**src/sv/color_blob_centroid_detector_assert.svh**
```systemverilog
// Assertion macros for the color blob centroid detector.
// Each macro samples on clk_i and is disabled while rst_ni is low.
`ifndef COLOR_BLOB_CENTROID_DETECTOR_ASSERT_SVH
`define COLOR_BLOB_CENTROID_DETECTOR_ASSERT_SVH

// Same-cycle implication.
`define CBCD_ASSERT_HOLDS(lbl, ante, cons) \
  lbl: assert property (@(posedge clk_i) disable iff (!rst_ni) (ante) |-> (cons)) \
    else $error("cbcd: same-cycle check failed");

// Next-cycle implication.
`define CBCD_ASSERT_NEXT(lbl, ante, cons) \
  lbl: assert property (@(posedge clk_i) disable iff (!rst_ni) (ante) |=> (cons)) \
    else $error("cbcd: next-cycle check failed");

`endif

```
**src/sv/cbcd_pkg.sv**
```systemverilog
// Constants, register map and types for the color blob centroid detector.
// No dependencies.
package cbcd_pkg;

  localparam int unsigned PIX_W   = 8;
  localparam int unsigned COORD_W = 10;
  localparam int unsigned CEN_W   = 11;
  localparam int unsigned SUM_W   = 30;
  localparam int unsigned CNT_W   = 21;
  localparam int unsigned ASP_W   = 10;
  localparam int unsigned IN_TDATA_W  = 56;
  localparam int unsigned OUT_TDATA_W = 48;
  localparam int unsigned DIV_STEPS   = SUM_W;
  localparam int unsigned DIV_CNT_W   = $clog2(DIV_STEPS);

  localparam logic [SUM_W-1:0]   SUM_MAX = '1;
  localparam logic [CNT_W-1:0]   CNT_MAX = '1;
  localparam logic [COORD_W-1:0] BOX_MAX = '1;
  localparam logic [CEN_W-1:0]   CEN_NONE = '1;

  typedef logic [2:0] cfg_idx_t;

  localparam cfg_idx_t REG_LUMA_LOW  = 3'd0;
  localparam cfg_idx_t REG_LUMA_HIGH = 3'd1;
  localparam cfg_idx_t REG_BLUE_LOW  = 3'd2;
  localparam cfg_idx_t REG_BLUE_HIGH = 3'd3;
  localparam cfg_idx_t REG_RED_LOW   = 3'd4;
  localparam cfg_idx_t REG_RED_HIGH  = 3'd5;
  localparam cfg_idx_t REG_MIN_PIX   = 3'd6;
  localparam cfg_idx_t REG_MIN_ASP   = 3'd7;

  localparam logic [PIX_W-1:0] RST_LUMA_LOW  = 8'd30;
  localparam logic [PIX_W-1:0] RST_LUMA_HIGH = 8'd220;
  localparam logic [PIX_W-1:0] RST_BLUE_LOW  = 8'd60;
  localparam logic [PIX_W-1:0] RST_BLUE_HIGH = 8'd130;
  localparam logic [PIX_W-1:0] RST_RED_LOW   = 8'd125;
  localparam logic [PIX_W-1:0] RST_RED_HIGH  = 8'd255;
  localparam logic [CNT_W-1:0] RST_MIN_PIX   = 21'd500;
  localparam logic [ASP_W-1:0] RST_MIN_ASP   = 10'd40;

endpackage

```
**src/sv/color_blob_centroid_detector.sv**
```systemverilog
// Color blob centroid detector: YUV422 window match, sums, box, centroid.
// Depends on cbcd_pkg and color_blob_centroid_detector_assert.svh.
// A pixel pair passes through the transfer, then one step per pixel through the accumulator.
// A frame-end pair adds an aspect check and two 30-step restoring divisions on one subtractor;
// its result is registered in ST_STORE. Input is not ready during that work.
// Reset loads register defaults and clears sums, count and box; no clearing pass.
`include "color_blob_centroid_detector_assert.svh"

module color_blob_centroid_detector (
  input  logic                           clk_i,
  input  logic                           rst_ni,
  // APB configuration
  input  logic                           psel,
  input  logic                           penable,
  input  logic                           pwrite,
  input  logic [4:0]                     paddr,
  input  logic [31:0]                    pwdata,
  output logic [31:0]                    prdata,
  output logic                           pready,
  // pixel pair stream
  input  logic                           s_axis_tvalid,
  output logic                           s_axis_tready,
  // chroma_u[7:0], luma_first[15:8], chroma_v[23:16], luma_second[31:24],
  // column[41:32], row[51:42], zero[55:52]
  input  logic [cbcd_pkg::IN_TDATA_W-1:0]  s_axis_tdata,
  input  logic                           s_axis_tlast,   // frame_end
  // result stream
  output logic                           m_axis_tvalid,
  input  logic                           m_axis_tready,
  // centroid_x[10:0], centroid_y[21:11], match_count[42:22], zero[47:43]
  output logic [cbcd_pkg::OUT_TDATA_W-1:0] m_axis_tdata,
  output logic                           m_axis_tuser    // found
);

  import cbcd_pkg::*;

  typedef enum logic [2:0] {
    ST_IDLE,
    ST_PIX_FIRST,
    ST_PIX_SECOND,
    ST_CHECK,
    ST_DIV,
    ST_STORE
  } state_e;

  state_e state_q, state_d;

  logic [PIX_W-1:0]   luma_low_q, luma_high_q, blue_low_q, blue_high_q;
  logic [PIX_W-1:0]   red_low_q, red_high_q;
  logic [CNT_W-1:0]   min_pix_q;
  logic [ASP_W-1:0]   min_asp_q;

  logic [PIX_W-1:0]   u_q, y1_q, v_q, y2_q;
  logic [COORD_W-1:0] col_q, row_q;
  logic               last_q;

  logic [SUM_W-1:0]   x_sum_q, y_sum_q;
  logic [CNT_W-1:0]   pixel_total_q;
  logic [COORD_W-1:0] box_left_q, box_right_q, box_top_q, box_bottom_q;

  logic [CNT_W-1:0]     rem_q;
  logic [SUM_W-1:0]     dvd_q;
  logic [DIV_CNT_W-1:0] cnt_q;
  logic                 div_sel_q;
  logic                 div_ok_q;
  logic                 found_q;
  logic [CEN_W-1:0]     cx_q;

  logic               out_valid_q, out_found_q;
  logic [CEN_W-1:0]   out_cx_q, out_cy_q;
  logic [CNT_W-1:0]   out_cnt_q;

  logic               cfg_wr;
  cfg_idx_t           cfg_idx;

  logic               pix_step, chroma_ok, pix_hit;
  logic [PIX_W-1:0]   pix_luma;
  logic [CEN_W-1:0]   pix_x;
  logic [COORD_W-1:0] box_x;
  logic [SUM_W:0]     x_add, y_add;

  logic [CEN_W-1:0]   box_w, box_h;
  logic [CNT_W-1:0]   asp_prod, h_scaled;
  logic               found_d;

  logic [CNT_W:0]     trial;
  logic               trial_ok;
  logic [CNT_W-1:0]   rem_d;
  logic [SUM_W-1:0]   dvd_d;

  logic               store_go;

  assign cfg_wr  = psel && penable && pwrite && pready;
  assign cfg_idx = paddr[4:2];
  assign pready  = 1'b1;

  always_comb begin
    prdata = '0;
    case (cfg_idx)
      REG_LUMA_LOW:  prdata = 32'(luma_low_q);
      REG_LUMA_HIGH: prdata = 32'(luma_high_q);
      REG_BLUE_LOW:  prdata = 32'(blue_low_q);
      REG_BLUE_HIGH: prdata = 32'(blue_high_q);
      REG_RED_LOW:   prdata = 32'(red_low_q);
      REG_RED_HIGH:  prdata = 32'(red_high_q);
      REG_MIN_PIX:   prdata = 32'(min_pix_q);
      REG_MIN_ASP:   prdata = 32'(min_asp_q);
      default:       prdata = '0;
    endcase
  end

  // shared pixel accumulate path
  assign pix_step  = (state_q == ST_PIX_FIRST) || (state_q == ST_PIX_SECOND);
  assign pix_luma  = (state_q == ST_PIX_FIRST) ? y1_q : y2_q;
  assign pix_x     = (state_q == ST_PIX_FIRST) ? {1'b0, col_q} : ({1'b0, col_q} + 11'd1);
  assign box_x     = pix_x[CEN_W-1] ? BOX_MAX : pix_x[COORD_W-1:0];
  assign chroma_ok = (u_q >= blue_low_q) && (u_q <= blue_high_q) &&
                     (v_q >= red_low_q) && (v_q <= red_high_q);
  assign pix_hit   = pix_step && chroma_ok && (pix_luma >= luma_low_q) &&
                     (pix_luma <= luma_high_q);
  assign x_add     = {1'b0, x_sum_q} + (SUM_W+1)'(pix_x);
  assign y_add     = {1'b0, y_sum_q} + (SUM_W+1)'(row_q);

  // aspect test
  assign box_w    = (box_right_q > box_left_q) ?
                    ({1'b0, box_right_q} - {1'b0, box_left_q} + 11'd1) : 11'd1;
  assign box_h    = (box_bottom_q > box_top_q) ?
                    ({1'b0, box_bottom_q} - {1'b0, box_top_q} + 11'd1) : 11'd1;
  assign asp_prod = CNT_W'(min_asp_q) * CNT_W'(box_w);
  assign h_scaled = CNT_W'({box_h, 4'b0000});
  assign found_d  = (pixel_total_q >= min_pix_q) && (h_scaled >= asp_prod);

  // restoring divider step
  assign trial    = {rem_q, dvd_q[SUM_W-1]} - {1'b0, pixel_total_q};
  assign trial_ok = !trial[CNT_W];
  assign rem_d    = trial_ok ? trial[CNT_W-1:0] : {rem_q[CNT_W-2:0], dvd_q[SUM_W-1]};
  assign dvd_d    = {dvd_q[SUM_W-2:0], trial_ok};

  assign store_go = !out_valid_q || m_axis_tready;

  always_comb begin
    state_d = state_q;
    case (state_q)
      ST_IDLE:       if (s_axis_tvalid) state_d = ST_PIX_FIRST;
      ST_PIX_FIRST:  state_d = ST_PIX_SECOND;
      ST_PIX_SECOND: state_d = last_q ? ST_CHECK : ST_IDLE;
      ST_CHECK:      state_d = (found_d && (pixel_total_q != '0)) ? ST_DIV : ST_STORE;
      ST_DIV: begin
        if ((cnt_q == DIV_CNT_W'(DIV_STEPS-1)) && div_sel_q) state_d = ST_STORE;
      end
      ST_STORE:      if (store_go) state_d = ST_IDLE;
      default:       state_d = ST_IDLE;
    endcase
  end

  always_ff @(posedge clk_i or negedge rst_ni) begin
    if (!rst_ni) begin
      state_q       <= ST_IDLE;
      luma_low_q    <= RST_LUMA_LOW;
      luma_high_q   <= RST_LUMA_HIGH;
      blue_low_q    <= RST_BLUE_LOW;
      blue_high_q   <= RST_BLUE_HIGH;
      red_low_q     <= RST_RED_LOW;
      red_high_q    <= RST_RED_HIGH;
      min_pix_q     <= RST_MIN_PIX;
      min_asp_q     <= RST_MIN_ASP;
      u_q           <= '0;
      y1_q          <= '0;
      v_q           <= '0;
      y2_q          <= '0;
      col_q         <= '0;
      row_q         <= '0;
      last_q        <= 1'b0;
      x_sum_q       <= '0;
      y_sum_q       <= '0;
      pixel_total_q <= '0;
      box_left_q    <= BOX_MAX;
      box_right_q   <= '0;
      box_top_q     <= BOX_MAX;
      box_bottom_q  <= '0;
      rem_q         <= '0;
      dvd_q         <= '0;
      cnt_q         <= '0;
      div_sel_q     <= 1'b0;
      div_ok_q      <= 1'b0;
      found_q       <= 1'b0;
      cx_q          <= '0;
      out_valid_q   <= 1'b0;
      out_found_q   <= 1'b0;
      out_cx_q      <= '0;
      out_cy_q      <= '0;
      out_cnt_q     <= '0;
    end else begin
      state_q <= state_d;

      if (cfg_wr) begin
        case (cfg_idx)
          REG_LUMA_LOW:  luma_low_q  <= pwdata[PIX_W-1:0];
          REG_LUMA_HIGH: luma_high_q <= pwdata[PIX_W-1:0];
          REG_BLUE_LOW:  blue_low_q  <= pwdata[PIX_W-1:0];
          REG_BLUE_HIGH: blue_high_q <= pwdata[PIX_W-1:0];
          REG_RED_LOW:   red_low_q   <= pwdata[PIX_W-1:0];
          REG_RED_HIGH:  red_high_q  <= pwdata[PIX_W-1:0];
          REG_MIN_PIX:   min_pix_q   <= pwdata[CNT_W-1:0];
          REG_MIN_ASP:   min_asp_q   <= pwdata[ASP_W-1:0];
          default: ;
        endcase
      end

      if (s_axis_tvalid && s_axis_tready) begin
        u_q    <= s_axis_tdata[7:0];
        y1_q   <= s_axis_tdata[15:8];
        v_q    <= s_axis_tdata[23:16];
        y2_q   <= s_axis_tdata[31:24];
        col_q  <= s_axis_tdata[41:32];
        row_q  <= s_axis_tdata[51:42];
        last_q <= s_axis_tlast;
      end

      if (pix_hit) begin
        x_sum_q <= x_add[SUM_W] ? SUM_MAX : x_add[SUM_W-1:0];
        y_sum_q <= y_add[SUM_W] ? SUM_MAX : y_add[SUM_W-1:0];
        if (pixel_total_q != CNT_MAX) pixel_total_q <= pixel_total_q + CNT_W'(1);
        if (box_x < box_left_q)   box_left_q   <= box_x;
        if (box_x > box_right_q)  box_right_q  <= box_x;
        if (row_q < box_top_q)    box_top_q    <= row_q;
        if (row_q > box_bottom_q) box_bottom_q <= row_q;
      end

      if (state_q == ST_CHECK) begin
        found_q   <= found_d;
        div_ok_q  <= found_d && (pixel_total_q != '0);
        dvd_q     <= x_sum_q;
        rem_q     <= '0;
        cnt_q     <= '0;
        div_sel_q <= 1'b0;
      end

      if (state_q == ST_DIV) begin
        if (cnt_q == DIV_CNT_W'(DIV_STEPS-1)) begin
          if (!div_sel_q) begin
            cx_q      <= dvd_d[CEN_W-1:0];
            dvd_q     <= y_sum_q;
            rem_q     <= '0;
            cnt_q     <= '0;
            div_sel_q <= 1'b1;
          end else begin
            dvd_q <= dvd_d;
            rem_q <= rem_d;
          end
        end else begin
          dvd_q <= dvd_d;
          rem_q <= rem_d;
          cnt_q <= cnt_q + DIV_CNT_W'(1);
        end
      end

      if ((state_q == ST_STORE) && store_go) begin
        out_valid_q <= 1'b1;
      end else if (m_axis_tready) begin
        out_valid_q <= 1'b0;
      end

      if ((state_q == ST_STORE) && store_go) begin
        out_found_q   <= found_q;
        out_cx_q      <= div_ok_q ? cx_q : CEN_NONE;
        out_cy_q      <= div_ok_q ? dvd_q[CEN_W-1:0] : CEN_NONE;
        out_cnt_q     <= pixel_total_q;
        x_sum_q       <= '0;
        y_sum_q       <= '0;
        pixel_total_q <= '0;
        box_left_q    <= BOX_MAX;
        box_right_q   <= '0;
        box_top_q     <= BOX_MAX;
        box_bottom_q  <= '0;
      end
    end
  end

  assign s_axis_tready = (state_q == ST_IDLE);
  assign m_axis_tvalid = out_valid_q;
  assign m_axis_tuser  = out_found_q;
  assign m_axis_tdata  = {5'b00000, out_cnt_q, out_cy_q, out_cx_q};

  `CBCD_ASSERT_HOLDS(a_rem_below_divisor, state_q == ST_DIV, rem_q < pixel_total_q)
  `CBCD_ASSERT_HOLDS(a_box_ordered, pixel_total_q != '0, box_left_q <= box_right_q)
  `CBCD_ASSERT_HOLDS(a_miss_no_centroid, out_valid_q && !out_found_q, (out_cx_q == CEN_NONE) && (out_cy_q == CEN_NONE))
  `CBCD_ASSERT_NEXT(a_store_clears, (state_q == ST_STORE) && store_go, (pixel_total_q == '0) && (x_sum_q == '0) && out_valid_q)

endmodule
```
**config.mk**
```make
export PLATFORM = sky130hd
export DESIGN_NAME = color_blob_centroid_detector
export DESIGN_NICKNAME = d
export VERILOG_FILES = /design/src/sv/cbcd_pkg.sv /design/src/sv/color_blob_centroid_detector.sv
export VERILOG_INCLUDE_DIRS = /design/src /design/src/sv
export SDC_FILE = /design/constraint.sdc
export NUM_CORES = 1
export LEC_CHECK = 0
export ABC_AREA = 1
export BUFFER_PORTS_ARGS = -buffer_cell sky130_fd_sc_hd__buf_2
export CORE_MARGIN = 2
export CORE_UTILIZATION = 55
export DETAILED_ROUTE_END_ITERATION = 8
export GPL_TIMING_DRIVEN = 0
export PLACE_DENSITY = 0.73
export REMOVE_ABC_BUFFERS = 1
export SLEW_MARGIN = 10
export SYNTH_ARGS = -nofsm -noshare
export SYNTH_HDL_FRONTEND = slang
export SYNTH_SLANG_ARGS = --single-unit
```
**constraint.sdc**
```tcl
create_clock -name clk_i -period 16.7 [get_ports clk_i]
set_clock_uncertainty 0.2 [all_clocks]
set_input_delay 3.34 -clock clk_i [delete_from_list [all_inputs] [get_ports clk_i]]
set_output_delay 3.34 -clock clk_i [all_outputs]
set_load 0.03 [all_outputs]
```
==> results of run 1 <==
worst max-delay path, cell delays in order:
cell and delay [ns]:
buf_2 0.12, inv_1 0.10, nand3_1 0.75, o22ai_1 0.72, nor2_1 0.09, o211ai_1 0.15
buf_2 0.25
per-stage QoR:
step           cells  instance area [sq um]  total power [mW]
2_1_floorplan   3473                  27190             5.054
3_3_place_gp    4295                  28780             6.210
3_5_place_dp    4304                  29060             6.308
4_1_cts         4384                  30550             7.377
5_1_grt         4384                  30550             8.184
6_report        4384                  30550             7.393
cells by family after synthesis:
kind of cell	Yosys count	synth area share
other	2	0.0002712
multiplexers	35	0.01419
XOR/XNOR	89	0.02814
AO/OA/AOI/OAI	622	0.1250
flip-flops	371	0.3378
AND/OR/NAND/NOR	1515	0.2308
buffers and inverters	594	0.08502
adder cells (fa/ha/maj)	346	0.1788
worst max-delay path by stage:
stage | endpoint | slack (ns)
2_1_floorplan | y_sum_q[22]$_DFFE_PN0P_ | 8.60
3_3_place_gp | out_cnt_q[14]$_DFFE_PN0P_ | 4.73
3_5_place_dp | prdata[3] | 7.65
4_1_cts | prdata[3] | 7.65
5_1_grt | div_ok_q$_DFFE_PN0P_ | 7.38
6_report | prdata[3] | 7.63
layer usage:
metal,GRT usage,part of all wire
met1,0.4155,0.46
met2,0.4537,0.45
met3,0.03368,0.067
met4,0.08946,0.027
met5,0,0
area by class of cell:
| class | instances | area (sq um) |
|---|---|---|
| fillers | 4519 | 19410 |
| flip-flops and latches | 371 | 9355 |
| repair buffers | 159 | 985.9 |
| clock buffers | 65 | 1261 |
| clock inverters | 15 | 234.0 |
| multi-input cells | 2624 | 16080 |
| well taps | 672 | 840.8 |
| inverters | 478 | 1799 |
state kept, by name (all words and copies together) (netlist names), 11 cells and up:
signal / count
cx_q: 11
out_cx_q: 11
y_sum_q: 30
pixel_total_q: 21
rem_q: 21
out_cnt_q: 21
x_sum_q: 30
dvd_q: 30
out_cy_q: 11
min_pix_q: 21
power by group through the flow:
| stage | combinational, mW | clock [mW] | sequential (mW) |
|---|---|---|---|
| final | 4.76 | 1.01 | 1.62 |
| after global routing | 5.45 | 1.06 | 1.67 |
| after CTS | 4.73 | 1.03 | 1.61 |
| after detailed placement | 4.68 | 0 | 1.62 |
| after global placement | 4.59 | 0 | 1.62 |
| after floorplan | 3.43 | 0 | 1.62 |
cell usage in the layout (no fill, tap or decap), drive strengths merged, types with 12 or more instances in the layout:
| cell | n |
|---|---|
| conb | 17 |
| a31oi | 37 |
| nor3 | 64 |
| mux2 | 34 |
| o21bai | 12 |
| a21oi | 167 |
| dfrtp | 314 |
| dfstp | 57 |
| fa | 83 |
| nand3b | 14 |
| buf | 159 |
| inv | 471 |
| ha | 263 |
| nor4 | 21 |
| o21ai | 299 |
| xor2 | 66 |
| o22ai | 29 |
| clkinv | 14 |
| nand4 | 53 |
| nand3 | 187 |
| clkbuf | 65 |
| xnor2 | 23 |
| o211ai | 29 |
| nor2 | 296 |
| nand2 | 864 |
==> flow_results.org, run 1 <==
** Synthesis
- In the synthesized netlist the async set-or-reset flop fraction comes to 1.000.
- Area of the mapped netlist :: 27700 sq um
- In this run, synthesis inferred 0 flip-flops with an integrated enable.
- Sequential-to-total area share from yosys stat :: 0.3378
- Yosys mapped the design onto 56 distinct sky130hd cell types.
- The synthesized design contains 371 register bits.
- The commonest cells after synthesis are 858 x nand2_1, 464 x inv_1, 314 x dfrtp_1, 289 x nor2_1, 282 x o21ai_0.
- By instance count, the leading cell after synthesis is nand2_1.
- Area leader, netlist :: dfrtp_1
- Averaged over all synthesized cells, the footprint is 7.749 sq um.
- For this run, the leading register cell type out of synthesis is dfrtp_1.
- The share of synthesized area in the top cell type comes to 0.2837.
- Synthesized instance count :: 3574
- Most area-consuming cells after synthesis :: dfrtp_1 28%, ha_1 12%, nand2_1 12%, inv_1 6.3%, fa_1 6.0%
- Yosys printed 0 warnings.

** STA
- Subtracting the final worst setup slack from the clock period gives 9.068 ns.
- The count of pins over their slew limit was 0.
- Dividing the final minimum period by the clock period gives 0.5430.
- Setup total negative slack on the finished layout was measured at 0 ns.
- Once routing completed, OpenROAD measured the worst setup slack at 7.632 ns.
- Setup violations remaining at the end of the flow were counted as 0.
- In this run the tightest slew margin relative to its limit is 0.1597.
- Final hold analysis gives a worst-case slack of 0.2606 ns.
- Timing would allow up to 110.3 MHz.
- For the pin with the worst max-slew slack, the measured transition is 1.256 ns.
- Number of hold violations in the final report :: 0
- Unrepaired setup endpoints after global routing :: false

** Pwr
- Of the total power, the clock network draws 0.137.
- The share of total power dissipated in combinational logic is 0.644.
- Power density relative to cell area :: 242.0 nW/um^2
- Internal power of the cells :: 3.639 mW
- Part of the total power dissipated in sequential elements :: 0.219
- Summed over all cells, the static leakage comes to 15.59 nW.
- Net switching fraction of the power :: 0.5077
- VDD sags by at most 0.1528 mV.
- Sw power :: 3.753 mW

** Placed design
- Final weighted congestion in routability-driven placement :: 0.9734
- Prior to clock tree synthesis, the placed netlist has a worst setup slack of 7.651 ns.
- The count of buffers added on input and output ports is 150.
- Once detailed placement completed, the half-perimeter wirelength came to 56.13 mm.

** Clock tree
- Worst-case clock buffer depth :: 3
- CTS root buffer :: clkbuf_16
- Post-CTS timing repair inserted 0 buffers for setup.
- TritonCTS built the clock tree.
- Number of clock sinks :: 371
- For the worst-skew pair, the clock arrives at the later sink with an insertion delay of 0.59 ns.
- In this run the number of H-tree levels came out at 2.
- CTS-repair resized insts :: 0
- CTS clock-pin slew for the worst setup and hold paths :: 0.06 ns
- Hold-fix buffers at CTS :: 0
- Counting the buffers created by CTS gives 43.

** Layout
- From synthesis to final layout, the design area changed by 10.31%.
- Ant diodes :: 0
- Measured on the finished design, the core utilization comes to 0.6115.
- Nets :: 4124
- Of the cells placed in the final design, the portion with a size suffix greater than 1 is 0.09698.

** Critical path
- Critical path startpoint category :: input pin
- At the worst endpoint, the required time is 13.16 ns.
- In this run the critical register-to-register path is captured at div_ok_q$_DFFE_PN0P_.
- In this run the worst path has a maximum fanout of 22.
- Critical path capture point type :: output pin
- Origin of the worst setup path :: paddr[2]
- Start-to-end type of the worst setup path :: in2out
- Arrival time of the worst setup path :: 5.53 ns
- FF-to-FF path depth :: 44
- Worst-case register-to-register setup slack :: 7.99 ns
- Worst reg2reg startpoint :: box_left_q[1]$_DFFE_PN1P_

** Detailed routing
- Via density :: 5.533
- The detail route stage leaves a number of antenna-violating nets equal to 0.
- Number of search-and-repair iterations in the first detailed-routing pass :: 5
- After the first detailed-routing iteration, the DRC count stood at 1967.
- Total Routed Length :: 74.04 mm
- Summing over every cut layer, the via total after detailed routing is 24260.
- Routed len/inst :: 16.89 microns
- In the routed design, unresolved DRC markers number 0.

** GRT
- Total grt overflow :: 0
- Pin count of the biggest net entering global routing :: 110
- The initial antenna violation count was 0.
- The first global-routing pass estimated 122.7 mm of wire.
- Global-route usage over all layers :: 0.2875
- Vias in the first global route :: 23090

** Status
- Result of the run :: finished clean

** Worst hold path
- Number of cells traversed by the worst hold path :: 2
- Startpoint of the lowest-slack hold path :: box_left_q[6]$_DFFE_PN1P_
- The path class of the tightest hold or removal check is reg2reg.
- Sink of the worst hold path :: box_left_q[6]$_DFFE_PN1P_

** Floorplan
- Chip Width :: 228.4 microns
- Row generation in the floorplan step produced 82 rows.
- DIE HEIGHT :: 228.4 microns
- Total die area :: 52170 sq um
- The initial utilization of the core area, before any placement, comes to 0.5543.
- Top-Level Pins :: 185
- The core region is 49970 sq um.

** Run
- Max-cap violations in this run came to 0.
No activity file was read; power rests on OpenSTA's default activity.
==> inputs of run 2 (changes only) <==
- clock period: 16.7 -> 8.4 ns (I/O delays scaled with it)
==> flow_results.org, run 2 (synthesis gave the netlist of run 1 again) <==
** GRT
- The initial antenna violation count was 0.
- First-pass GRT wire length :: 122.7 mm
- Total grt overflow :: 0
- Entering global routing, the biggest net connects 110 pins.
- Global-route usage over all layers :: 0.2876
- Vias in the first global route :: 23080

** Layout
- Leaving out fill and tap cells, the most frequent cells in the layout are 849 x nand2_1, 459 x inv_1, 314 x dfrtp_1, 285 x nor2_1, 282 x o21ai_0.
- Commonest non-fill, non-tap cell in the layout :: nand2_1
- Total area of sequential cells :: 9355 sq um
- The multi-input combinational cells in the finished layout cover a total of 16240 sq um.
- In the final layout, the share of cells above drive strength 1 is 0.1073.
- The area growth from synthesis to layout is 11.10%.
- The number of antenna diodes in the final layout is 0.
- Nets :: 4129
- Utilization of the core after routing :: 0.6159
- Layout filler cell count :: 4496
- Leading registers by flop count :: dvd_q (30), x_sum_q (30), y_sum_q (30)

** Critical path
- Of all nets on the critical path, the largest fanout is 6.
- STA puts the critical path data required time at 8.62 ns.
- Kind of cell adding the most delay to the critical path :: adder cells
- Start-to-end type of the worst setup path :: reg2reg
- By instance count, the cell type seen most on the critical path is nand2_1.
- The slowest stage of the critical path is the fa_1 cell.
- Number of buffer and inverter stages on the critical path :: 6
- For this run, the slowest stage of the critical path takes 0.58 ns.
- Critical path capture point type :: register
- The worst setup path is launched from a register.
- Data arrives at the worst endpoint at 8.22 ns.

** Floorplan
- The die covers 52170 sq um.
- Chip Width :: 228.4 microns
- Number of cell rows :: 82
- The initial utilization of the core area, before any placement, comes to 0.5543.
- The region available for standard cell placement spans 49970 sq um.
- Top-Level Pins :: 185
- The die is 228.4 microns tall.

** Detailed routing
- Post-DRT Antenna Nets :: 0
- After detailed routing, the number of vias per cell comes to 5.535.
- After detailed routing, the average wire length per cell comes to 16.90 microns.
- In the routed design, unresolved DRC markers number 0.
- The first routing iteration left 2018 violations.
- The routed layout has 24290 vias.
- Number of search-and-repair iterations in the first detailed-routing pass :: 6
- Summed over all layers, the routed wires come to 74.19 mm.

** Clock tree
- CTS root buffer :: clkbuf_16
- TritonCTS built the clock tree.
- CTS built an H-tree with a depth of 2.
- CTS clock-pin slew for the worst setup and hold paths :: 0.06 ns
- Hold-fix buffers at CTS :: 0
- TritonCTS created 43 clock buffers.
- Number of clock sinks :: 371
- In this run the deepest clock path goes through 3 buffers.
- Insertion delay to the later sink of the worst-skew pair :: 0.60 ns

** Placed design
- Port buffering added 150 buffers.
- Dpl hpwl :: 56.13 mm
- Final weighted congestion in routability-driven placement :: 0.9734
- Timing analysis after detailed placement gives a worst setup slack of -0.1547 ns.

** STA
- Setup violations remaining at the end of the flow were counted as 0.
- Fmax :: 125.1 MHz
- Across all setup checks in the final design, the least slack found is 0.4035 ns.
- Max Transition Viols Final :: 0
- Dividing the final minimum period by the clock period gives 0.9520.
- Number of hold violations in the final report :: 0
- Hold timing on the final database bottoms out at a slack of 0.2602 ns.
- Tmin final :: 7.997 ns
- Max transition margin :: 0.1694
- For the pin with the worst max-slew slack, the measured transition is 1.241 ns.

** Status
- Result of the run :: finished clean

** Worst hold path
- In this run the worst hold path is classified as reg2reg.

** Run
- Across the run, the number of max-cap violations was 0.
-- run 2: cell types whose count changed in the layout (fill, tap and decap cells not counted), moves of 4 or more --
cell / delta
nand2_2: +7
nand3_1: -5
ha_1: -4
nand3_2: +4
buf_4: +4
a21oi_2: +6
a21oi_1: -6
nand2_1: -8
-- run 2: layout make-up --
| class | count | share of cell area |
|---|---|---|
| clock buffers | 65 | 0.04099 |
| clock inverters | 15 | 0.007603 |
| inverters | 478 | 0.05859 |
| multi-input cells | 2624 | 0.5278 |
| flip-flops and latches | 371 | 0.3040 |
| well taps | 672 | 0.02732 |
| repair buffers | 164 | 0.03367 |
-- run 2: per-layer routing --
| metal | vias up | wire, microns | GRT usage |
|---|---|---|---|
| met5 | - | 0 | 0 |
| met4 | 0 | 1987 | 0.08844 |
| met3 | 126 | 4505 | 0.03393 |
| met2 | 713 | 33430 | 0.4546 |
| met1 | 11510 | 34270 | 0.4155 |
| li1 | 11950 | - | - |
-- run 2: path summary, 6_finish.rpt --
path / cells after the start / slack (ns) / to / start
worst max-delay path: 44 / 0.40 / div_ok_q$_DFFE_PN0P_ / box_left_q[1]$_DFFE_PN1P_
worst min-delay path: 2 / 0.26 / box_left_q[6]$_DFFE_PN1P_ / box_left_q[6]$_DFFE_PN1P_
min in group asynchronous: 1 / 0.85 / y2_q[4]$_DFFE_PN0P_ / rst_ni
max in group asynchronous: 2 / 6.13 / x_sum_q[18]$_DFFE_PN0P_ / rst_ni
worst min register to register: 2 / 0.26 / box_left_q[6]$_DFFE_PN1P_ / box_left_q[6]$_DFFE_PN1P_
worst max register to register: 44 / 0.40 / div_ok_q$_DFFE_PN0P_ / box_left_q[1]$_DFFE_PN1P_
-- run 2: what timing repair did --
action,4_1_cts,5_1_grt
gates cloned,0,0
pin swaps,0,9
resized for setup,11,27
setup buffers,0,5
endpoints found under the setup margin,3,3
endpoints found under the hold margin,0,0
-- run 2: tightest hold or removal path: cells and delay by family (launching register included) --
kind	cells	cell delay, ns
flip-flops	1	0.37
AND/OR/NAND/NOR	2	0.09
-- run 2: stage by stage --
stage | std cells | instance area [sq um] | setup TNS (ns)
CTS | 4384 | 30590 | 0
detailed placement | 4304 | 29060 | -0.3157
floorplan | 3473 | 27190 | 0
global placement | 4295 | 28780 | -690.45
finish | 4389 | 30770 | 0
global route | 4389 | 30770 | -0.01245
Power of run 2 is not shown: default switching activity piles up to over one toggle a cycle in this logic, so the estimate is an artifact.
